[src/hw/rtl/mrme_pkg.sv]
// ----------------------------------------------------------------------------
// Maze region merge engine package
// Shared widths, command codes, labels and controller/datapath interfaces.
// ----------------------------------------------------------------------------
package mrme_pkg;

   localparam int FUNC_W  = 2;
   localparam int COORD_W = 6;
   localparam int DIR_W   = 2;
   localparam int VAL_W   = 11;
   localparam int LABEL_W = 10;
   localparam int CNT_W   = 10;
   localparam int CSR_W   = 6;
   localparam int CSR_IDX_W = 1;

   localparam int DEF_MAX_ROWS = 63;
   localparam int DEF_MAX_COLS = 63;

   localparam logic [FUNC_W-1:0] FUNC_INIT  = 2'd0;
   localparam logic [FUNC_W-1:0] FUNC_MERGE = 2'd1;
   localparam logic [FUNC_W-1:0] FUNC_READ  = 2'd2;

   localparam logic [DIR_W-1:0] DIR_UP    = 2'd0;
   localparam logic [DIR_W-1:0] DIR_RIGHT = 2'd1;
   localparam logic [DIR_W-1:0] DIR_DOWN  = 2'd2;
   localparam logic [DIR_W-1:0] DIR_LEFT  = 2'd3;

   localparam logic [CSR_IDX_W-1:0] CSR_ROWS = 1'b0;
   localparam logic [CSR_IDX_W-1:0] CSR_COLS = 1'b1;

   localparam logic [CSR_W-1:0] CSR_RESET = 6'd63;
   localparam logic [CSR_W-1:0] MIN_SIZE  = 6'd3;

   localparam logic [VAL_W-1:0] WALL_LABEL     = 11'h000;
   localparam logic [VAL_W-1:0] ENTRANCE_LABEL = 11'h7FF;
   localparam logic [VAL_W-1:0] EXIT_LABEL     = 11'h7FE;

   localparam logic [CNT_W-1:0] MERGE_MAX = 10'd1023;

   typedef enum logic [1:0] {
      RD_ROOM = 2'd0,
      RD_NBR  = 2'd1,
      RD_SCAN = 2'd2,
      RD_CELL = 2'd3
   } rd_sel_type;

   typedef struct packed {
      logic       load_req;
      logic       cnt_clr;
      logic       cnt_inc;
      logic       sweep_wr;
      logic       sweep_zero;
      rd_sel_type rd_sel;
      logic       cap_val;
      logic       cap_target;
      logic       wall_wr;
      logic       scan_wr;
      logic       merge_ok;
      logic       init_done;
      logic       rsp_load;
   } cmd_type;

   typedef struct packed {
      logic merge_legal;
      logic same_label;
      logic sweep_end;
      logic scan_end;
      logic out_free;
   } status_type;

endpackage

[src/hw/rtl/mrme_ctrl.sv]
// ----------------------------------------------------------------------------
// Maze region merge engine controller
// Sequences clearing, init sweeps, merge lookups, relabel scans and results.
// ----------------------------------------------------------------------------
module mrme_ctrl (
   input  logic                         clock,
   input  logic                         reset,
   input  logic                         req_valid,
   output logic                         req_ready,
   input  logic [mrme_pkg::FUNC_W-1:0]  req_func,
   input  mrme_pkg::status_type         status,
   output mrme_pkg::cmd_type            cmd
);
   import mrme_pkg::*;

   typedef enum logic [9:0] {
      ST_CLEAR  = 10'b00_0000_0001,
      ST_IDLE   = 10'b00_0000_0010,
      ST_INIT   = 10'b00_0000_0100,
      ST_ROOM   = 10'b00_0000_1000,
      ST_NBR    = 10'b00_0001_0000,
      ST_CHECK  = 10'b00_0010_0000,
      ST_WALL   = 10'b00_0100_0000,
      ST_SCAN   = 10'b00_1000_0000,
      ST_CELL   = 10'b01_0000_0000,
      ST_RESULT = 10'b10_0000_0000
   } state_type;

   state_type state_ff;
   state_type state_in;

   always_ff @(posedge clock) begin
      if (reset) begin
         state_ff <= ST_CLEAR;
      end else begin
         state_ff <= state_in;
      end
   end

   always_comb begin
      state_in  = state_ff;
      req_ready = 1'b0;
      cmd       = '0;
      cmd.rd_sel = RD_CELL;
      case (state_ff)
         ST_CLEAR: begin
            cmd.sweep_wr   = 1'b1;
            cmd.sweep_zero = 1'b1;
            cmd.cnt_inc    = 1'b1;
            if (status.sweep_end) begin
               state_in = ST_IDLE;
            end
         end
         ST_IDLE: begin
            req_ready = 1'b1;
            if (req_valid) begin
               cmd.load_req = 1'b1;
               cmd.cnt_clr  = 1'b1;
               case (req_func)
                  FUNC_INIT:  state_in = ST_INIT;
                  FUNC_MERGE: state_in = ST_ROOM;
                  default:    state_in = ST_CELL;
               endcase
            end
         end
         ST_INIT: begin
            cmd.sweep_wr = 1'b1;
            cmd.cnt_inc  = 1'b1;
            if (status.sweep_end) begin
               cmd.init_done = 1'b1;
               state_in      = ST_CELL;
            end
         end
         ST_ROOM: begin
            cmd.rd_sel = RD_ROOM;
            if (status.merge_legal) begin
               state_in = ST_NBR;
            end else begin
               state_in = ST_CELL;
            end
         end
         ST_NBR: begin
            cmd.rd_sel  = RD_NBR;
            cmd.cap_val = 1'b1;
            state_in    = ST_CHECK;
         end
         ST_CHECK: begin
            cmd.cap_target = 1'b1;
            if (status.same_label) begin
               state_in = ST_CELL;
            end else begin
               state_in = ST_WALL;
            end
         end
         ST_WALL: begin
            cmd.wall_wr = 1'b1;
            cmd.cnt_clr = 1'b1;
            state_in    = ST_SCAN;
         end
         ST_SCAN: begin
            cmd.rd_sel  = RD_SCAN;
            cmd.scan_wr = 1'b1;
            if (status.scan_end) begin
               cmd.merge_ok = 1'b1;
               state_in     = ST_CELL;
            end else begin
               cmd.cnt_inc = 1'b1;
            end
         end
         ST_CELL: begin
            state_in = ST_RESULT;
         end
         ST_RESULT: begin
            if (status.out_free) begin
               cmd.rsp_load = 1'b1;
               state_in     = ST_IDLE;
            end
         end
         default: begin
            state_in = ST_CLEAR;
         end
      endcase
   end

endmodule

[config.mk]
export PLATFORM = sky130hd
export DESIGN_NAME = mrme_ctrl
export DESIGN_NICKNAME = d
export VERILOG_FILES = /design/src/hw/rtl/mrme_pkg.sv /design/src/hw/rtl/mrme_ctrl.sv
export SDC_FILE = /design/constraint.sdc
export NUM_CORES = 1
export LEC_CHECK = 0
export BUFFER_PORTS_ARGS = -buffer_cell sky130_fd_sc_hd__buf_2
export CORE_MARGIN = 2
export CORE_UTILIZATION = 40
export DETAILED_ROUTE_END_ITERATION = 12
export PLACE_DENSITY = 0.67
export SLEW_MARGIN = 20
export SYNTH_ARGS = -nofsm -noshare
export SYNTH_HDL_FRONTEND = slang
export SYNTH_SLANG_ARGS = --single-unit
[constraint.sdc]
create_clock -name clock -period 1.5 [get_ports clock]
set_input_delay 0.3 -clock clock [delete_from_list [all_inputs] [get_ports clock]]
set_output_delay 0.3 -clock clock [all_outputs]
set_load 0.02 [all_outputs]
==> metrics, run 1 <==
status=complete, but fails checks; failing checks=negative setup slack; top post-synthesis cells by count=10 x dfxtp_1, 9 x nand2_1, 8 x nor2_1, 8 x nor3_1; footprint of the multi-input gates=698 sq um; Reg area=219 sq um; hold path start=status[3]; capture point of the worst reg-to-reg path=state_ff[1]; crit path max fanout=4; final count of hold timing violations=0; worst relative slew slack=77.3%; cell area after synthesis=811 sq um; fmax=between 500 and 600 MHz; CP peak stage delay=between 0.3 and 0.4 ns; Biggest register=state_ff; Num CTS Buffers=3; CP required=1.20 ns; slowest stage cell, crit path=dfxtp_2; worst min-delay path category=input port to flip-flop; Tcrit/Tclk final=131%; Bufs and invs on worst path=3; post-synthesis register bit count=10; share of the synthesized area in the top cell type=24.7%; Clock Pin Slew Worst Setup and Hold Paths=0.07 ns; global-route wire length before repair=roughly 5100 um; crit path from=state_ff[7]; Port Buf Inserts=24; initial antenna violation count=0; Post-synth top flop=dfxtp_1; area grow syn2layout=92.6%; CTS H-tree depth=1; maxcap violations=0; Max Root-Sink Buffers=2; Min Hold Slack=0.206 ns; clk_lat worst skew=0.29 ns; diode count=0; drt drc=0; root buffer cell=clkbuf_4; Die ar.=2400 sq um; ys async rst share=0%; Post-Syn Nets=113; post-route minimum period=between 1.5 and 2 ns; Setup Viol. Count Final=22; Routed WL=3430 um; Least-Margin Pin Slew=0.338 ns; Clock Skew=0.00531 ns; Initial Util=41.8%; Avg Inst Size Synth=7.87 sq um; cell taking the most area after synthesis=dfxtp_1; largest net degree at the start of global routing=10; Post-synth EDFFs=0; CP Data Arrival Time=1.67 ns; max reg flops=10; crit path cell chain=nor3_4, buf_4, buf_6, and2_4, and4_4, buf_6; I/O pin total=25; end of the worst hold path=state_ff[6]; Crit path max-delay family=simple AND/OR/NAND/NOR gates; routed vias=between 1,000 and 1,500; Synth area leaders=dfxtp_1 25%, nor3_1 4.9%, nor3b_1 4.6%; fin nets=approximately 180; Detailed Place HPWL=1980 um; TritonCTS clock tree=built; VDD IR-drop max=1.11 mV; num rows=16; die span in x=between 40 and 50 um; Core ar.=1940 sq um; clk sink count=10; Initial DRT Pass Iterations=4; fin cells=194; final worst slack=-0.470 ns; P_leak=0.700 nW; WHS Path Cells=2; detailed router's first-iteration violation count=36; Die Height=49.0 um; Total GRT Usage=27.9%; ratio of cells with drive above 1 in the final layout=68.3%; Synth Warn #=0; pwr/cell area=1220 nW/um^2; Slew Limit Fails=0; Seq/Total Area, Yosys=between 20% and 30%; cell count after placement=173; Most common cell on crit path=buf_6; vias in the first global route=1,116; Crit Path Class=flip-flop to primary output; total gr overflow=0; setup slack, reg-to-reg=-0.36 ns; count leader, synth=dfxtp_1; final core occ=about four fifths; FILL cells=121; Top Registers=state_ff (10); library cells used by synthesis=38; CP startpoint kind=flip-flop; Vias/cell=5.73; Cells after Synth=103; RePlAce Congestion=0.900; DR WL/cell=around 18 um; Setup WS pre-CTS=-0.299 ns; RR Startpoint=state_ff[7]; Crit. End Element=primary output; RSZ-0062 raised after global routing=true; Register-to-Register Path Depth=7; remaining antenna violation count=0
metrics by stage:
stage               power, mW  cell area (sq um)  setup TNS (ns)
floorplan               0.813                853           -1.34
global placement         1.11               1150           -2.63
detailed placement       1.12               1150           -3.22
CTS                      1.73               1440           -6.17
global route             1.97               1560           -9.16
finish                   1.91               1560           -7.92
where the power goes:
part,total [mW],switching (mW),internal (mW)
logic,1.36,0.607,0.751
registers,0.345,0.0525,0.293
clock network,0.204,0.110,0.0935
final cells by class:
| cell class | count | area share [%] |
|---|---|---|
| clock buffer | 3 | 1.44 |
| timing repair buffer | 68 | 36.7 |
| multi-input combinational | 82 | 44.7 |
| inverter | 4 | 0.962 |
| sequential | 10 | 14.0 |
| tap | 27 | 2.16 |
placed cells by master, fill, tap and decap left out, types with 2 or more instances in the layout:
cell	netlist	layout
nand2_1	9	4
nand4_1	4	4
inv_2	0	2
nand3b_1	3	3
buf_6	0	20
xnor2_1	4	3
and2_4	0	2
nor3_1	8	3
nor3b_1	5	3
xor2_1	2	2
nor3_4	2	4
nor3_2	0	3
nand2_2	0	4
buf_4	2	37
dfxtp_4	0	3
nor3b_2	0	2
nor2b_1	2	2
nand4b_1	2	2
a21oi_1	5	4
clkbuf_4	0	3
nor2_4	0	3
buf_2	4	10
nor2_1	8	6
inv_1	4	2
dfxtp_2	0	6
repair_timing:
action / in CTS / in global routing
hold buffers: 0 / 0
pin swaps: 19 / 11
endpoints found under the setup margin: 22 / 24
buffers inserted: 15 / 6
gates resized for setup: 48 / 24
worst register-to-register path: cells and delay by family (launching register included):
kind                   cells  cell delay [ns]
AND/OR/NAND/NOR            3             0.94
buffers and inverters      3             0.36
flip-flops                 1             0.33
AO/OA/AOI/OAI              1             0.16
worst max path at each step:
stage                        endpoint  slack (ns)  depth (start not counted)
after floorplan           state_ff[2]       -0.24                          6
after global placement    state_ff[1]       -0.28                          5
after detailed placement  state_ff[1]       -0.30                          5
after CTS                      cmd[0]       -0.41                          5
after global routing          cmd[11]       -0.53                          6
final                          cmd[0]       -0.47                          6
metal layers:
metal | global-route usage (%) | vias to the layer above | wire, um
met5 | 0 | - | 0
met1 | 30.2 | 529 | 1280
li1 | - | 506 | -
met3 | 3.07 | 12 | 228
met4 | 11.0 | 0 | 99
met2 | 54.6 | 65 | 1830
cell families after synthesis:
| logic type | Yosys count | share of synthesized area [%] |
|---|---|---|
| buffers and inverters | 11 | 6.63 |
| muxes | 1 | 1.39 |
| and+or+nand+nor | 62 | 50.3 |
| AOI/OAI and AO/OA | 13 | 10.5 |
| xor gates and xnor gates | 6 | 6.48 |
| DFF | 10 | 24.7 |
No activity file was read; power rests on OpenSTA's default activity.
==> run 2, diff against run 1 <==
--- a/config.mk
+++ b/config.mk
@@ -10,6 +10,7 @@
 export CORE_UTILIZATION = 40
 export DETAILED_ROUTE_END_ITERATION = 12
 export PLACE_DENSITY = 0.67
+export SKIP_CTS_REPAIR_TIMING = 1
 export SLEW_MARGIN = 20
 export SYNTH_ARGS = -nofsm -noshare
 export SYNTH_HDL_FRONTEND = slang
==> run 2 against run 1 <==
Against the previous run: the flow still finishes with violations (negative setup slack); cell area decreased by 6.7%; sequential power about the same; worst setup slack got worse by 0.091 ns; clock-buffer cell count unchanged; clock skew decreased by 0.0036 ns; first-iteration DRC count decreased by 2.8%; critical path type unchanged; critical endpoint is now cmd[11]; highest routed layer unchanged.
==> metrics, run 2 (synthesis results as in run 1) <==
total gr overflow=0 (unchanged); DR WL/cell=17.0 um (-3.8%); worst min-delay path category=input port to flip-flop; num rows=16 (unchanged); die span in x=49.0 um (unchanged); CTS H-tree depth=1 (unchanged); CP Data Arrival Time=1.76 ns (+0.09 ns); Die ar.=2400 sq um (unchanged); Bufs and invs on worst path=2 (-1); Final Cell Area=1460 sq um (-6.7%); failing checks=negative setup slack; CP peak stage delay=0.37 ns (+0.04 ns); Setup Viol. Count Final=21 (-4.5%); global-route wire length before repair=4220 um (-17%); Detailed Place HPWL=1980 um (unchanged); status=complete, but fails checks; ratio of cells with drive above 1 in the final layout=65.2% (-3.1 points); Port Buf Inserts=24 (unchanged); RSZ-0062 raised after global routing=true; Core ar.=1940 sq um (unchanged); clk_lat worst skew=0.28 ns (about the same); Routed WL=3100 um (-9.7%); Total GRT Usage=22.4% (-5.5 points); Initial Util=41.8% (unchanged); Crit Path Class=flip-flop to primary output; FILL cells=134 (+11%); VDD IR-drop max=0.986 mV (-12%); I/O pin total=25 (unchanged); CP startpoint kind=flip-flop; Min Hold Slack=0.212 ns (+0.00638 ns); TritonCTS clock tree=built; slowest stage cell, crit path=nor3_4; Biggest register=state_ff; final count of hold timing violations=0 (unchanged); RePlAce Congestion=0.900 (unchanged); initial antenna violation count=0 (unchanged); Crit. End Element=primary output; DP Area=1150 sq um (unchanged); maxcap violations=0 (unchanged); fmax=485 MHz (-4.4%); most common cell after layout, fill and taps aside=buf_4; P_leak=0.621 nW (-11%); crit path cell chain=nor3_4, nand3b_1, buf_4, nor3_4, nand2b_4, buf_6; Clock Skew=0.00167 ns (-0.00364 ns); Max Root-Sink Buffers=2 (unchanged); area grow syn2layout=79.6%; Slew Limit Fails=0 (unchanged); worst relative slew slack=74.7% (-2.6 points); pwr/cell area=1190 nW/um^2 (-2.3%); Most common cell on crit path=nor3_4; detailed router's first-iteration violation count=35 (-2.8%); setup TNS=-8.20 ns (-0.277 ns); CP required=1.20 ns (about the same); Top Registers=state_ff (10); post-route minimum period=2.06 ns (+0.0910 ns); final worst slack=-0.561 ns (-0.0910 ns); diode count=0 (unchanged); Tcrit/Tclk final=137% (+6.1 points); fin nets=167 (-6.7%); Die Height=49.0 um (unchanged); largest net degree at the start of global routing=10 (unchanged); Least-Margin Pin Slew=0.378 ns (+0.0397 ns); Clock Pin Slew Worst Setup and Hold Paths=0.07 ns (about the same); Num CTS Buffers=3 (unchanged); vias in the first global route=949 (-15%); commonest non-fill, non-tap cells in the layout=27 x buf_4, 18 x buf_6, 11 x buf_2, 7 x dfxtp_2; final core occ=75.0% (-5.4 points); max reg flops=10 (unchanged); remaining antenna violation count=0 (unchanged); crit path max fanout=6 (+2); Initial DRT Pass Iterations=4 (unchanged); root buffer cell=clkbuf_4; routed vias=1,009 (-9.3%); Crit path max-delay family=simple AND/OR/NAND/NOR gates; clk sink count=10 (unchanged); drt drc=0 (unchanged); Vias/cell=5.54 (-3.3%)
run 2: cell count changes in the layout (fill, tap and decap cells not counted), sizes merged:
cell and change:
buf -12
run 2: metal layers:
metal	track usage, %	vias up	wire [um]	part of all wire [%]
met3	2.45	4	241	7.8
met5	0	-	0	0
met2	40.4	54	1660	54
met1	26.9	473	1160	37
met4	9.05	0	38	1.2
li1	-	478	-	-
run 2: final timing paths:
check | from | endpoint | slack [ns] | cells after the start
setup / recovery | state_ff[6] | cmd[11] | -0.56 | 6
hold / removal | status[3] | state_ff[6] | 0.21 | 2
setup reg to reg | state_ff[6] | state_ff[2] | -0.48 | 6
hold reg to reg | state_ff[2] | state_ff[2] | 0.57 | 2
run 2: worst reg2reg max path, stage by stage, from the launching register on:
cell	delay (ns)
dfxtp_2	0.34
nor3_4	0.37
nand3_4	0.14
nor3b_4	0.28
buf_6	0.15
or4b_1	0.44
a21oi_1	0.17
run 2: cell type report:
type / instances / area, sq um / share of cell area, %
Clock buffer: 3 / 22.5 / 1.55
Inverter: 4 / 15.0 / 1.03
Multi-Input combinational cell: 82 / 708 / 48.6
Sequential cell: 10 / 216 / 14.9
Tap cell: 27 / 33.8 / 2.32
Timing Repair Buffer: 56 / 460 / 31.6
run 2: report_power, final:
group | switching, mW | internal [mW]
clock | 0.106 | 0.0932
sequential | 0.0512 | 0.295
combinational | 0.550 | 0.643
total | 0.707 | 1.03
run 2: metrics by stage:
step	instances	power [mW]	setup WS, ns
finish	182	1.74	-0.561
global placement	173	1.11	-0.278
floorplan	103	0.813	-0.242
CTS	176	1.32	-0.533
detailed placement	173	1.12	-0.299
global route	182	1.82	-0.615
